==> config.mk <==
export PLATFORM = sky130hd
export DESIGN_NAME = fgb_front
export DESIGN_NICKNAME = d
export VERILOG_FILES = /design/src/rtl/fgb_pkg.sv /design/src/rtl/fgb_front.sv
export SDC_FILE = /design/constraint.sdc
export NUM_CORES = 1
export LEC_CHECK = 0
export BUFFER_PORTS_ARGS = -buffer_cell sky130_fd_sc_hd__buf_4
export CAP_MARGIN = 20
export CELL_PAD_IN_SITES_DETAIL_PLACEMENT = 0
export CELL_PAD_IN_SITES_GLOBAL_PLACEMENT = 1
export CORE_UTILIZATION = 30
export CTS_BUF_LIST = sky130_fd_sc_hd__clkbuf_8 sky130_fd_sc_hd__clkbuf_16
export CTS_CLUSTER_SIZE = 12
export DETAILED_ROUTE_END_ITERATION = 7
export PLACE_DENSITY = 0.59
export SKIP_CTS_REPAIR_TIMING = 1
export SLEW_MARGIN = 20
export SYNTH_ARGS = -nofsm -noshare
export SYNTH_HDL_FRONTEND = slang
export SYNTH_SLANG_ARGS = --single-unit
==> constraint.sdc <==
create_clock -name aclk -period 6.2 [get_ports aclk]
set_input_delay 0.62 -clock aclk [delete_from_list [all_inputs] [get_ports aclk]]
set_output_delay 0.62 -clock aclk [all_outputs]
set_load 0.05 [all_outputs]
==> src/rtl/fgb_pkg.sv <==
// Package for the 2bpp glyph blitter: shared constants, codes and types.
// Used by fgb_front, fgb_back and the top level; depends on nothing.
package fgb_pkg;

    localparam int BUFFER_BYTES = 32768;
    localparam int GLYPH_ROWS   = 18;
    localparam int FONT_CHARS   = 256;
    localparam int ROW_BYTES    = 3;
    localparam int GLYPH_BYTES  = GLYPH_ROWS * ROW_BYTES;
    localparam int FONT_BYTES   = FONT_CHARS * GLYPH_BYTES;
    localparam int FONT_AW      = 14;
    localparam int FB_AW        = 17;
    localparam int ROW_W        = 5;
    localparam int GLYPH_PIX    = 12;

    localparam int Q_DEPTH = 4;
    localparam int Q_AW    = 2;

    localparam int S_DATA_W = 56;
    localparam int M_DATA_W = 88;

    // opcodes on s_tuser
    localparam logic OP_LOAD = 1'b0;
    localparam logic OP_DRAW = 1'b1;

    // configuration register indexes
    localparam logic [1:0] CFG_LINE_BYTES = 2'd0;
    localparam logic [1:0] CFG_BLACK_CODE = 2'd1;
    localparam logic [1:0] CFG_WHITE_CODE = 2'd2;

    // font pixel codes that are drawn
    localparam logic [1:0] CODE_BLACK = 2'b00;
    localparam logic [1:0] CODE_WHITE = 2'b10;

    localparam logic [7:0] LINE_BYTES_RST = 8'd90;
    localparam logic [1:0] BLACK_CODE_RST = 2'd0;
    localparam logic [1:0] WHITE_CODE_RST = 2'd1;

    typedef enum logic [1:0] {
        KIND_NOP  = 2'd0,
        KIND_LOAD = 2'd1,
        KIND_DRAW = 2'd2
    } kind_t;

    typedef struct packed {
        logic [7:0] line_bytes;
        logic [1:0] black_code;
        logic [1:0] white_code;
    } cfg_t;

    typedef struct packed {
        kind_t              kind;
        logic [FONT_AW-1:0] font_address;
        logic [7:0]         font_byte;
        logic               buffer_index;
        logic [9:0]         pos_x;
        logic [8:0]         pos_y;
        logic [7:0]         char_index;
    } q_item_t;

    typedef struct packed {
        logic [FB_AW-1:0] write_address;
        logic [31:0]      write_data;
        logic [31:0]      write_mask;
        logic [ROW_W-1:0] glyph_row;
        logic             last;
    } wr_item_t;

endpackage

==> src/rtl/fgb_front.sv <==
// Front end: accepts input transfers, classifies them and queues them.
// Depends on fgb_pkg.
module fgb_front (
    input  logic                     aclk,
    input  logic                     aresetn,
    input  logic                     s_tvalid,
    output logic                     s_tready,
    // font_address[13:0], font_byte[21:14], buffer_index[22], pos_x[32:23],
    // pos_y[41:33], char_index[49:42], zero fill above
    input  logic [fgb_pkg::S_DATA_W-1:0] s_tdata,
    // opcode[0]
    input  logic [0:0]               s_tuser,
    output logic                     q_valid,
    input  logic                     q_pop,
    output fgb_pkg::q_item_t         q_item
);

    fgb_pkg::q_item_t           in_item;
    fgb_pkg::q_item_t           mem_reg [fgb_pkg::Q_DEPTH];
    logic [fgb_pkg::Q_AW-1:0]   wr_ptr_reg, wr_ptr_next;
    logic [fgb_pkg::Q_AW-1:0]   rd_ptr_reg, rd_ptr_next;
    logic [fgb_pkg::Q_AW:0]     count_reg, count_next;
    logic                       push, pop;

    always_comb begin
        in_item.font_address = s_tdata[13:0];
        in_item.font_byte    = s_tdata[21:14];
        in_item.buffer_index = s_tdata[22];
        in_item.pos_x        = s_tdata[32:23];
        in_item.pos_y        = s_tdata[41:33];
        in_item.char_index   = s_tdata[49:42];
        if (s_tuser[0] == fgb_pkg::OP_DRAW) begin
            in_item.kind = fgb_pkg::KIND_DRAW;
        end else if (32'(s_tdata[13:0]) < fgb_pkg::FONT_BYTES) begin
            in_item.kind = fgb_pkg::KIND_LOAD;
        end else begin
            in_item.kind = fgb_pkg::KIND_NOP;
        end
    end

    assign s_tready = (count_reg != (fgb_pkg::Q_AW+1)'(fgb_pkg::Q_DEPTH));
    assign q_valid  = (count_reg != '0);
    assign q_item   = mem_reg[rd_ptr_reg];
    assign push     = s_tvalid && s_tready;
    assign pop      = q_pop && q_valid;

    always_comb begin
        wr_ptr_next = push ? wr_ptr_reg + 1'b1 : wr_ptr_reg;
        rd_ptr_next = pop ? rd_ptr_reg + 1'b1 : rd_ptr_reg;
        count_next  = count_reg;
        if (push && !pop) begin
            count_next = count_reg + 1'b1;
        end else if (pop && !push) begin
            count_next = count_reg - 1'b1;
        end
    end

    always_ff @(posedge aclk) begin
        if (!aresetn) begin
            wr_ptr_reg <= '0;
            rd_ptr_reg <= '0;
            count_reg  <= '0;
        end else begin
            wr_ptr_reg <= wr_ptr_next;
            rd_ptr_reg <= rd_ptr_next;
            count_reg  <= count_next;
        end
    end

    always_ff @(posedge aclk) begin
        if (push) begin
            mem_reg[wr_ptr_reg] <= in_item;
        end
    end

endmodule

Word level (Yosys, flattened, before mapping)
Memory sizes are Yosys's and may differ from the RTL's. A register that Yosys moved wholly into a read port is not among the register bits.
Cells that the tools add are included.
{"block": "op_classes", "add_sub_neg": 4, "n_lt_le_gt_ge": 1, "eq_ne": 1, "n_mux": 8, "n_reduce_logical": 8}
{"operator": "less-than comparator 14 bit (second input constant)", "n": 1}
{"operator": "two-way mux 2 bit", "n": 3}
{"operator": "two-way mux 3 bit", "n": 2}
{"operator": "adder 2 x 1 -> 2 bit (second input constant)", "n": 2}
{"operator": "logical AND 1 bit", "n": 4}
{"operator": "adder 3 x 1 -> 3 bit (second input constant)", "n": 1}
{"operator": "two-way mux 1 bit", "n": 3}
{"operator": "inequality test 3 bit (second input constant)", "n": 1}
{"operator": "nonzero test 3 bit", "n": 1}
{"operator": "subtractor 3 x 1 -> 3 bit (second input constant)", "n": 1}
{"operator": "zero test 1 bit", "n": 2}
{"operator": "nonzero test 2 bit", "n": 1}
{"block": "totals", "reg_bits": 7, "mem_bits_rw": 208, "in_bits": 61, "output_inout_bits": 54, "word_cells": 26, "memories": 1}
{"name": "mem_reg", "words": 4, "word_bits": 52, "rd": 1, "rd_clocked_by_memory_dff": 1, "write_ports": 1, "line": "fgb_front.sv:19", "text": "fgb_pkg::q_item_t mem_reg [fgb_pkg::Q_DEPTH];"}

Depth between registers and ports, before layout
Gate-level depths: netlist of the first run.
{"block": "depth", "depth_word": 6, "depth_mapped": 8, "mapped_depth_nobuf": 8}

Least setup slack after synthesis of the first run
OpenSTA, ideal clock, no wires.
{"block": "synth_path", "path_kind": "input port to flip-flop", "startpoint": "input s_tvalid", "endpoint": "memory mem_reg[0][0] (netlist bit) (enable)", "setup_time_ps": 415, "t_arrival_ps": 2178, "t_required_ps": 5785, "setup_slack_ps": 3607, "stages": 2, "path_buffers": 0, "cell_sequence": "a21boi_2 > and2_1"}
{"block": "synth_between", "elab_chain_len": 3}
{"element": "start, declared", "line": "fgb_front.sv:6", "text": "input logic s_tvalid,"}
{"element": "logical AND 1 bit", "line": "fgb_front.sv:44", "text": "assign push = s_tvalid && s_tready;"}
{"element": "two-way mux 1 bit", "line": "fgb_front.sv:71", "text": "if (push) begin"}
{"element": "two-way mux 1 bit (implied by the code)", "line": "fgb_front.sv:72", "text": "mem_reg[wr_ptr_reg] <= in_item;"}
{"element": "end, declared", "line": "fgb_front.sv:19"}
Every way passes these cells.

==> metrics, run 1 <==
share of cells above drive strength 1 0.4379; area of placed instances 9185 sq um; FFs w/ async S/R, synth 0; CTS sink cnt 217; first-pass GRT wire length 22910 um; clock-pin slew on the worst setup and hold paths 0.06 ns; area of the multi-input gates 1503 sq um; register area share after synthesis 0.7959; setup TNS 0 ns; final setup vio count 0; Worst Reg-to-Reg Cells 8; fin. max-slew vios 0; total global routing overflow 0; Tcrit/Tclk final 0.5328; clk_skew 0.01762 ns; Routed Antenna Nets 0; commonest non-fill, non-tap cell in the layout edfxtp_1; most common flop cell mapped by yosys edfxtp_1; Num CTS Buffers 25; DR vias 3569; worst-path fanout max 27; pre-CTS setup slack 3.301 ns; Initial Util 0.3081; sequential power share 0.395; clk_lat worst skew 0.51 ns; crit start category flip-flop; CP Depth 3; status finished, violations left; Inst Count DP 753; DRC errors left 7; Comb power frac 0.300; crit path kind flip-flop to output port; clock network fraction of total power 0.305; Synth Area per Inst 25.07 sq um; Post-Synthesis Cells 322; Syn Nets 389; sw frac 0.3264; Largest register FFs 208; Switch Pwr 1.574 mW; Max Cap Viol 0; endpoints failing hold 0; DRT Wirelength 14750 um; Int Pwr 3.249 mW; I/O Buffers 108; Clock Path Buffers 3; Die Wd 166.1 um; initial DRC count 197; depth of the CTS H-tree 1; unrepaired setup endpoints after global routing false; pwr/cell area 481.8 nW/um^2; largest net degree at the start of global routing 53; RR Endpoint count_reg[2]; drt first pass iters 6; warnings from Yosys 0; Slew headroom 0.4091; Synth-to-Final Area Change 23.97%; CP Capture Type output port; most frequent cells in the layout edfxtp_1, buf_4, mux4_2; Final Critical Period 3.304 ns; worst setup path endpoint q_item[0]; Die Area 27570 sq um; HPWL Detailed 7878 um; reg2reg setup slack 3.70 ns; FF+latch area 6434 sq um; Tot Pwr 4.823 mW; delay-heaviest family, CP buffers and inverters; fmax 0.3027 GHz; TritonCTS clock tree built; Most common cell on crit path buf_4; core area 26210 sq um; utilization after layout 0.3820; max incr delay on CP 0.69 ns; vias per cell 4.495; reg-to-reg critical path startpoint count_reg[0]; peak supply drop 0.0003250 V; Cell Chain, Critical Path buf_4 > mux4_1 > buf_4; drt wl/cell 18.57 um; Critical-path top delay cell dfxtp_4; Setup WS post-layout 2.897 ns; failing checks DRC; gpl congestion 0.6166; Worst Max-Slew Pin Slew 0.8864 ns; Cell Area, Synth 8074 sq um; Hold Crit Depth 1; clock root cell clkbuf_16; CP arrival 2.68 ns; Total Nets Final 512; initial antenna violation count 0; Hold Path Class primary input to flip-flop; WP data required 5.58 ns; number of synthesized flops with an enable pin 208; vias in the first global route 3930; Post-Layout Cell Count 794; WHS 0.3101 ns; Ant. Diodes 0; Crit path buffers/inverters 2; synthesized flop and latch total 217; post-route design area 10010 sq um; Die Ht 166.1 um; Unique masters post-synth 26; # fillers 2390; Ports 115; Leak 3.348 nW; # rows 59; GR Util All Layers 0.1088
==> power groups by stage <==
stage	Clock (mW)	Sequential, mW	Combinational (mW)
final	1.47	1.91	1.45
after global placement	0	1.94	1.46
after detailed placement	0	1.95	1.47
after global routing	1.57	1.94	1.51
after floorplan	0	1.85	1.19
after CTS	1.51	1.92	1.47
==> cell usage after synthesis (2+ instances only) <==
master,n,area share
and2_1,8,0.0062
buf_12,5,0.012
buf_2,5,0.0031
clkbuf_1,2,0.00093
dfxtp_1,9,0.022
edfxtp_1,208,0.77
ha_1,5,0.0077
inv_1,3,0.0014
mux2i_1,3,0.0037
mux4_1,2,0.0065
mux4_2,50,0.14
nand2_1,5,0.0023
or3_1,2,0.0015
xnor2_1,3,0.0033
==> kinds of logic after synthesis <==
| kind of cell | synth area share |
|---|---|
| xor+xnor | 0.004340 |
| compound gates | 0.009299 |
| buf+inv | 0.01922 |
| flops | 0.7959 |
| simple gates | 0.01131 |
| mux | 0.1497 |
| fa+ha+maj | 0.01023 |
==> how the worst min path moves through the flow <==
stage / start / to / slack [ns]
2_1_floorplan: wr_ptr_reg[1] / wr_ptr_reg[1] / 0.47
3_3_place_gp: wr_ptr_reg[1] / wr_ptr_reg[1] / 0.48
3_5_place_dp: wr_ptr_reg[0] / wr_ptr_reg[0] / 0.50
4_1_cts: s_tdata[2] / mem_reg[0][38] / 0.28
5_1_grt: s_tdata[45] / mem_reg[3][3] / 0.28
6_report: s_tdata[45] / mem_reg[3][3] / 0.31
==> layout make-up <==
type	count	area share
clock buffers	25	0.06250
clock inverters	16	0.01988
inverters	3	0.001125
multi-input cells	89	0.1501
flip-flops and latches	217	0.6427
well taps	335	0.04187
repair buffers	109	0.08175
==> per-layer routing <==
metal,up-vias,routed length (um),track usage,part of all wire
met5,-,0,0,0
met4,0,414,0.03413,0.028
met3,30,764,0.03051,0.052
met2,88,7157,0.1772,0.49
met1,1845,6408,0.1410,0.43
li1,1606,-,-,-
Note: power is estimated with default switching activity, not from simulation.
==> run 2: changes to the inputs <==
Settings changed: ABC_AREA set to 1, PLACE_DENSITY 0.59 to 0.63.
Clock period 6.2 ns to 2.9 ns, I/O delays scaled along.
==> metrics, run 2 <==
most common flop cell mapped by yosys edfxtp_1; CP arrival 2.10 ns (-0.58 ns); depth of the CTS H-tree 1 (unchanged); Post-synth top cells edfxtp_1, o21ai_0, nor2_1; status finished, final reports clean; Routed Antenna Nets 0 (unchanged); register area share after synthesis 0.7342 (-0.06167); largest net degree at the start of global routing 105 (+98%); max incr delay on CP 0.36 ns (-0.33 ns); peak supply drop 0.0005076 V (+56%); CTS sink cnt 217 (unchanged); Unique masters post-synth 25 (-3.8%); GR Util All Layers 0.1202 (+0.01141); vias per cell 4.432 (-1.4%); Critical-path top delay cell dfxtp_4; DR vias 5061 (+42%); Die Ht 172.8 um (+4.1%); gpl congestion 0.6946 (+13%); fmax 0.4192 GHz; Worst Max-Slew Pin Slew 0.5447 ns (-0.3417 ns); number of synthesized flops with an enable pin 208 (unchanged); endpoints failing hold 0 (unchanged); worst-path fanout max 37 (+37%); total global routing overflow 0 (unchanged); Hold Path Class primary input to flip-flop; post-synthesis mux area share 0 (-0.1497); Clock Path Buffers 3 (unchanged); Synth Area per Inst 15.30 sq um (-39%); most common cell in the netlist edfxtp_1; simple-gate area share of the yosys netlist 0.09292 (+0.08161); Die Wd 172.8 um (+4.1%); crit path kind flip-flop to output port; synthesized flop and latch total 217 (unchanged); Tot Pwr 10.47 mW (+120%); clk_lat worst skew 0.51 ns (about the same); Slew headroom 0.6360 (+0.2270); pwr/cell area 926.9 nW/um^2 (+92%); Syn Nets 639 (+64%); vias in the first global route 5065 (+29%); first-pass GRT wire length 27940 um (+22%); Tcrit/Tclk final 0.8226; Post-Synthesis Cells 572 (+78%); unrepaired setup endpoints after global routing false; FFs w/ async S/R, synth 0 (unchanged); Num CTS Buffers 24 (-4.0%); Setup WS post-layout 0.5144 ns (-2.382 ns); Die Area 29860 sq um (+8.3%); commonest non-fill, non-tap cell in the layout edfxtp_1; Synth Area in Adders 0.009435 (-0.0007925); fin. max-slew vios 0 (unchanged); Cell Area, Synth 8752 sq um (+8.4%); DRC errors left 0 (-7); warnings from Yosys 0 (unchanged); Total Nets Final 807 (+58%); pre-CTS setup slack 0.7223 ns (-2.579 ns); Initial Util 0.3049 (-0.003167); clk_skew 0.004207 ns (-0.01342 ns); post-synthesis xor/xnor area fraction 0 (-0.004339); initial DRC count 218 (+11%); # rows 62 (+5.1%); final setup vio count 0 (unchanged); initial antenna violation count 1 (+1); TritonCTS clock tree built; most frequent cells in the layout edfxtp_1, buf_4, o21ai_0; clock root cell clkbuf_16; Final Critical Period 2.386 ns; WP data required 2.61 ns (-2.97 ns); drt wl/cell 15.96 um (-14%); top post-synthesis cells by area edfxtp_1, o22ai_2, o21ai_0, nor2_4, nor2_1; main combinational cell family by area after synthesis compound AO/OA/AOI/OAI gates; drt first pass iters 4 (-2); Cell Chain, Critical Path inv_6 > buf_12 > o21ai_0 > o22ai_2 > buf_4; Leak 3.902 nW (+17%); share of cells above drive strength 1 0.3197 (-0.1182); Max Cap Viol 0 (unchanged); top-area cell type share of the netlist area 0.7137 (-0.05994); Largest register FFs 208 (unchanged); crit start category flip-flop; Synth-to-Final Area Change 29.08%; clock-pin slew on the worst setup and hold paths 0.06 ns (about the same); I/O Buffers 108 (unchanged); HPWL Detailed 10300 um (+31%); DRT Wirelength 18230 um (+24%); Compound-Gate Fraction of Synth Area 0.1288 (+0.1195); Ports 115 (unchanged); CP Capture Type output port; core area 28700 sq um (+9.5%); largest area contributor in the netlist edfxtp_1
[run 2: cell count changes after synthesis, moves of 14 or more]
| cell | change |
|---|---|
| o21ai_0 | +91 |
| nor2_1 | +76 |
| mux4_2 | -50 |
| nor2_4 | +38 |
| o22ai_2 | +38 |
| o21ai_1 | +14 |
| o22ai_1 | +14 |
[run 2: stage by stage]
stage	TNS (ns)	hold WS (ns)	cells	area, sq um	utilization
floorplan	-170.67	0.3889	572	8752	-
global placement	0	0.4899	1047	10030	0.3494
detailed placement	0	0.4851	1047	10030	0.3494
CTS	0	-0.05707	1090	10780	0.3757
global route	0	0.04678	1142	11300	0.3936
finish	0	0.05199	1142	11300	0.3936
[run 2: report_power, final]
group          switching (mW)  internal (mW)  leakage, nW
Combinational            2.60           1.09         1.53
Clock                    1.15           1.71        0.394
Sequential              0.107           3.81         1.98
[run 2: path summary, 6_finish.rpt]
path	from	slack (ns)	depth (start not counted)	endpoint
setup / recovery	flip-flop	0.51	5	q_item[14]
hold reg to reg	count_reg[0]	0.50	1	count_reg[0]
hold / removal	aresetn	0.05	3	count_reg[2]
setup reg to reg	count_reg[0]	0.75	9	count_reg[1]
[run 2: area by class of cell]
class / instances / area [sq um]
clock inverters: 15 / 87.58
repair buffers: 174 / 1509
inverters: 16 / 66.31
clock buffers: 28 / 666.9
diodes: 1 / 2.502
well taps: 384 / 480.5
flip-flops and latches: 217 / 6431
fillers: 2741 / 17410
multi-input cells: 307 / 2053
[run 2: cells by family after synthesis]
group	count (synthesis)
flip-flops	217
AO/OA/AOI/OAI	164
AND/OR/NAND/NOR	137
buffers and inverters	48
adder cells (fa/ha/maj)	6
[run 2: routing by layer]
| metal | global-route usage | vias to the layer above | part of all wire |
|---|---|---|---|
| met2 | 0.2093 | 112 | 0.49 |
| met3 | 0.03078 | 30 | 0.048 |
| met5 | 0 | - | 0 |
| li1 | - | 2465 | - |
| met1 | 0.1464 | 2454 | 0.43 |
| met4 | 0.03503 | 0 | 0.027 |
[run 2: critical path: cells and delay by family (launching register included)]
family	cells	cell delay (ns)
flops	1	0.36
compound gates	2	0.31
buf+inv	3	0.85
==> run 3: changes to the inputs <==
Clock period 2.9 ns to 1.9 ns, I/O delays scaled along.
==> metrics, run 3 (synthesis results as in run 2) <==
I/O Buffers 108 (unchanged); clk_skew 0.01331 ns (+0.009101 ns); initial antenna violation count 0 (-1); commonest non-fill, non-tap cell in the layout edfxtp_1; Max Cap Viol 0 (unchanged); Crit path buffers/inverters 4 (+1); Synth-to-Final Area Change 37.46%; # rows 62 (unchanged); failing checks setup timing; Clock Path Buffers 3 (unchanged); Hold Path Class primary input to flip-flop; Worst Max-Slew Pin Slew 0.3046 ns (-0.2401 ns); initial DRC count 266 (+22%); vias in the first global route 5006 (-1.2%); DR WL met2 10220 um (+14%); total global routing overflow 0 (unchanged); Die Wd 172.8 um (unchanged); HPWL Detailed 10580 um (+2.7%); Ant. Diodes 0 (-1); clock root cell clkbuf_16; CP arrival 1.76 ns (-0.34 ns); Cell Chain, Critical Path buf_8 > buf_6 > clkinv_8 > nor2_1 > o22ai_1 > buf_4; max incr delay on CP 0.39 ns (+0.03 ns); Tot Pwr 17.49 mW (+67%); Setup WS post-layout -0.05107 ns (-0.5654 ns); most frequent cells in the layout edfxtp_1, buf_4, nor2_1; fmax 0.5125 GHz; endpoints failing hold 0 (unchanged); peak supply drop 0.0009523 V (+88%); largest net degree at the start of global routing 63 (-40%); crit start category flip-flop; drt wl/cell 17.97 um (+13%); core area 28700 sq um (unchanged); DRC errors left 0 (unchanged); depth of the CTS H-tree 1 (unchanged); M1 WL 9495 um (+20%); Num CTS Buffers 25 (+4.2%); Final Critical Period 1.951 ns; Initial Util 0.3049 (unchanged); Leak 4.171 nW (+6.9%); TritonCTS clock tree built; Ports 115 (unchanged); fin. max-slew vios 0 (unchanged); GR Util All Layers 0.1220 (+0.001766); CP Capture Type output port; Routed Antenna Nets 0 (unchanged); DR vias 5247 (+3.7%); WP data required 1.71 ns (-0.90 ns); Total Nets Final 830 (+2.9%); utilization after layout 0.4191 (+0.02554); first-pass GRT wire length 28290 um (+1.3%); CTS sink cnt 217 (unchanged); crit path kind flip-flop to output port; vias per cell 4.512 (+1.8%); worst-path fanout max 12 (-68%); clock-pin slew on the worst setup and hold paths 0.06 ns (about the same); met3 wire len 763 um (-13%); pwr/cell area 1454 nW/um^2 (+57%); drt first pass iters 6 (+2); share of cells above drive strength 1 0.3633 (+0.04360); unrepaired setup endpoints after global routing true; setup TNS -0.4882 ns (-0.4882 ns); Largest register FFs 208 (unchanged); Die Ht 172.8 um (unchanged); Tcrit/Tclk final 1.027; clk_lat worst skew 0.51 ns (about the same); status finished, violations left; Die Area 29860 sq um (unchanged); Slew headroom 0.7960 (+0.1600); final setup vio count 21 (+21); uppermost layer routed met4; delay-heaviest family, CP buffers and inverters; DRT Wirelength 20900 um (+15%); gpl congestion 0.6857 (-1.3%); Critical-path top delay cell dfxtp_4
-- run 3: cell types whose count changed in the layout (fill, tap and decap cells not counted), sizes merged --
cell         previous run  this run
clkinv                 10        11
clkbuf                 28        29
diode                   1         0
dlygate4sd3            51        52
inv                    20        19
bufinv                  1         4
buf                   123       139
clkinvlp                0         1
-- run 3: metrics by stage --
stage                     worst slack, ns  std cells  instance area, sq um  hold slack, ns
after CTS                         -0.2511       1096                 11040         -0.1437
final                            -0.05107       1163                 12030         0.01073
after detailed placement          0.07817       1053                 10240          0.3936
after global routing              -0.1105       1163                 12030         0.02474
after global placement            0.08218       1053                 10240          0.3912
after floorplan                   0.03014        572                  8832          0.2889
-- run 3: where the power goes --
group / internal, mW / switching (mW) / total [mW]
combinational: 2.34 / 4.41 / 6.75
clock: 2.91 / 1.80 / 4.70
sequential: 5.83 / 0.200 / 6.03
-- run 3: layer usage --
layer | track usage | vias to the layer above
li1 | - | 2517
met1 | 0.1568 | 2591
met2 | 0.2063 | 109
met3 | 0.02836 | 30
met4 | 0.03282 | 0
met5 | 0 | -
-- run 3: final timing paths --
kind                start             to  slack, ns  depth (start not counted)
max reg2reg  count_reg[1]   count_reg[2]       0.12                         12
max             flip-flop     q_item[37]      -0.05                          6
min reg2reg  count_reg[0]   count_reg[0]       0.48                          1
min              s_tvalid  wr_ptr_reg[1]       0.01                          4
-- run 3: layout make-up --
class / count / area (sq um)
Clock buffer: 25 / 625.6
Clock inverter: 18 / 181.4
Timing Repair Buffer: 195 / 2038
Tap cell: 384 / 480.5
Multi-Input combinational cell: 307 / 2170
Timing Repair inverter: 1 / 16.27
Fill cell: 2636 / 16670
Sequential cell: 217 / 6439
Inverter: 16 / 80.08
-- run 3: worst reg2reg max path, delay by kind of cell (launching register included) --
kind | cells | cell delay (ns)
simple gates | 8 | 0.67
fa+ha+maj | 2 | 0.55
flops | 1 | 0.35
buf+inv | 2 | 0.12
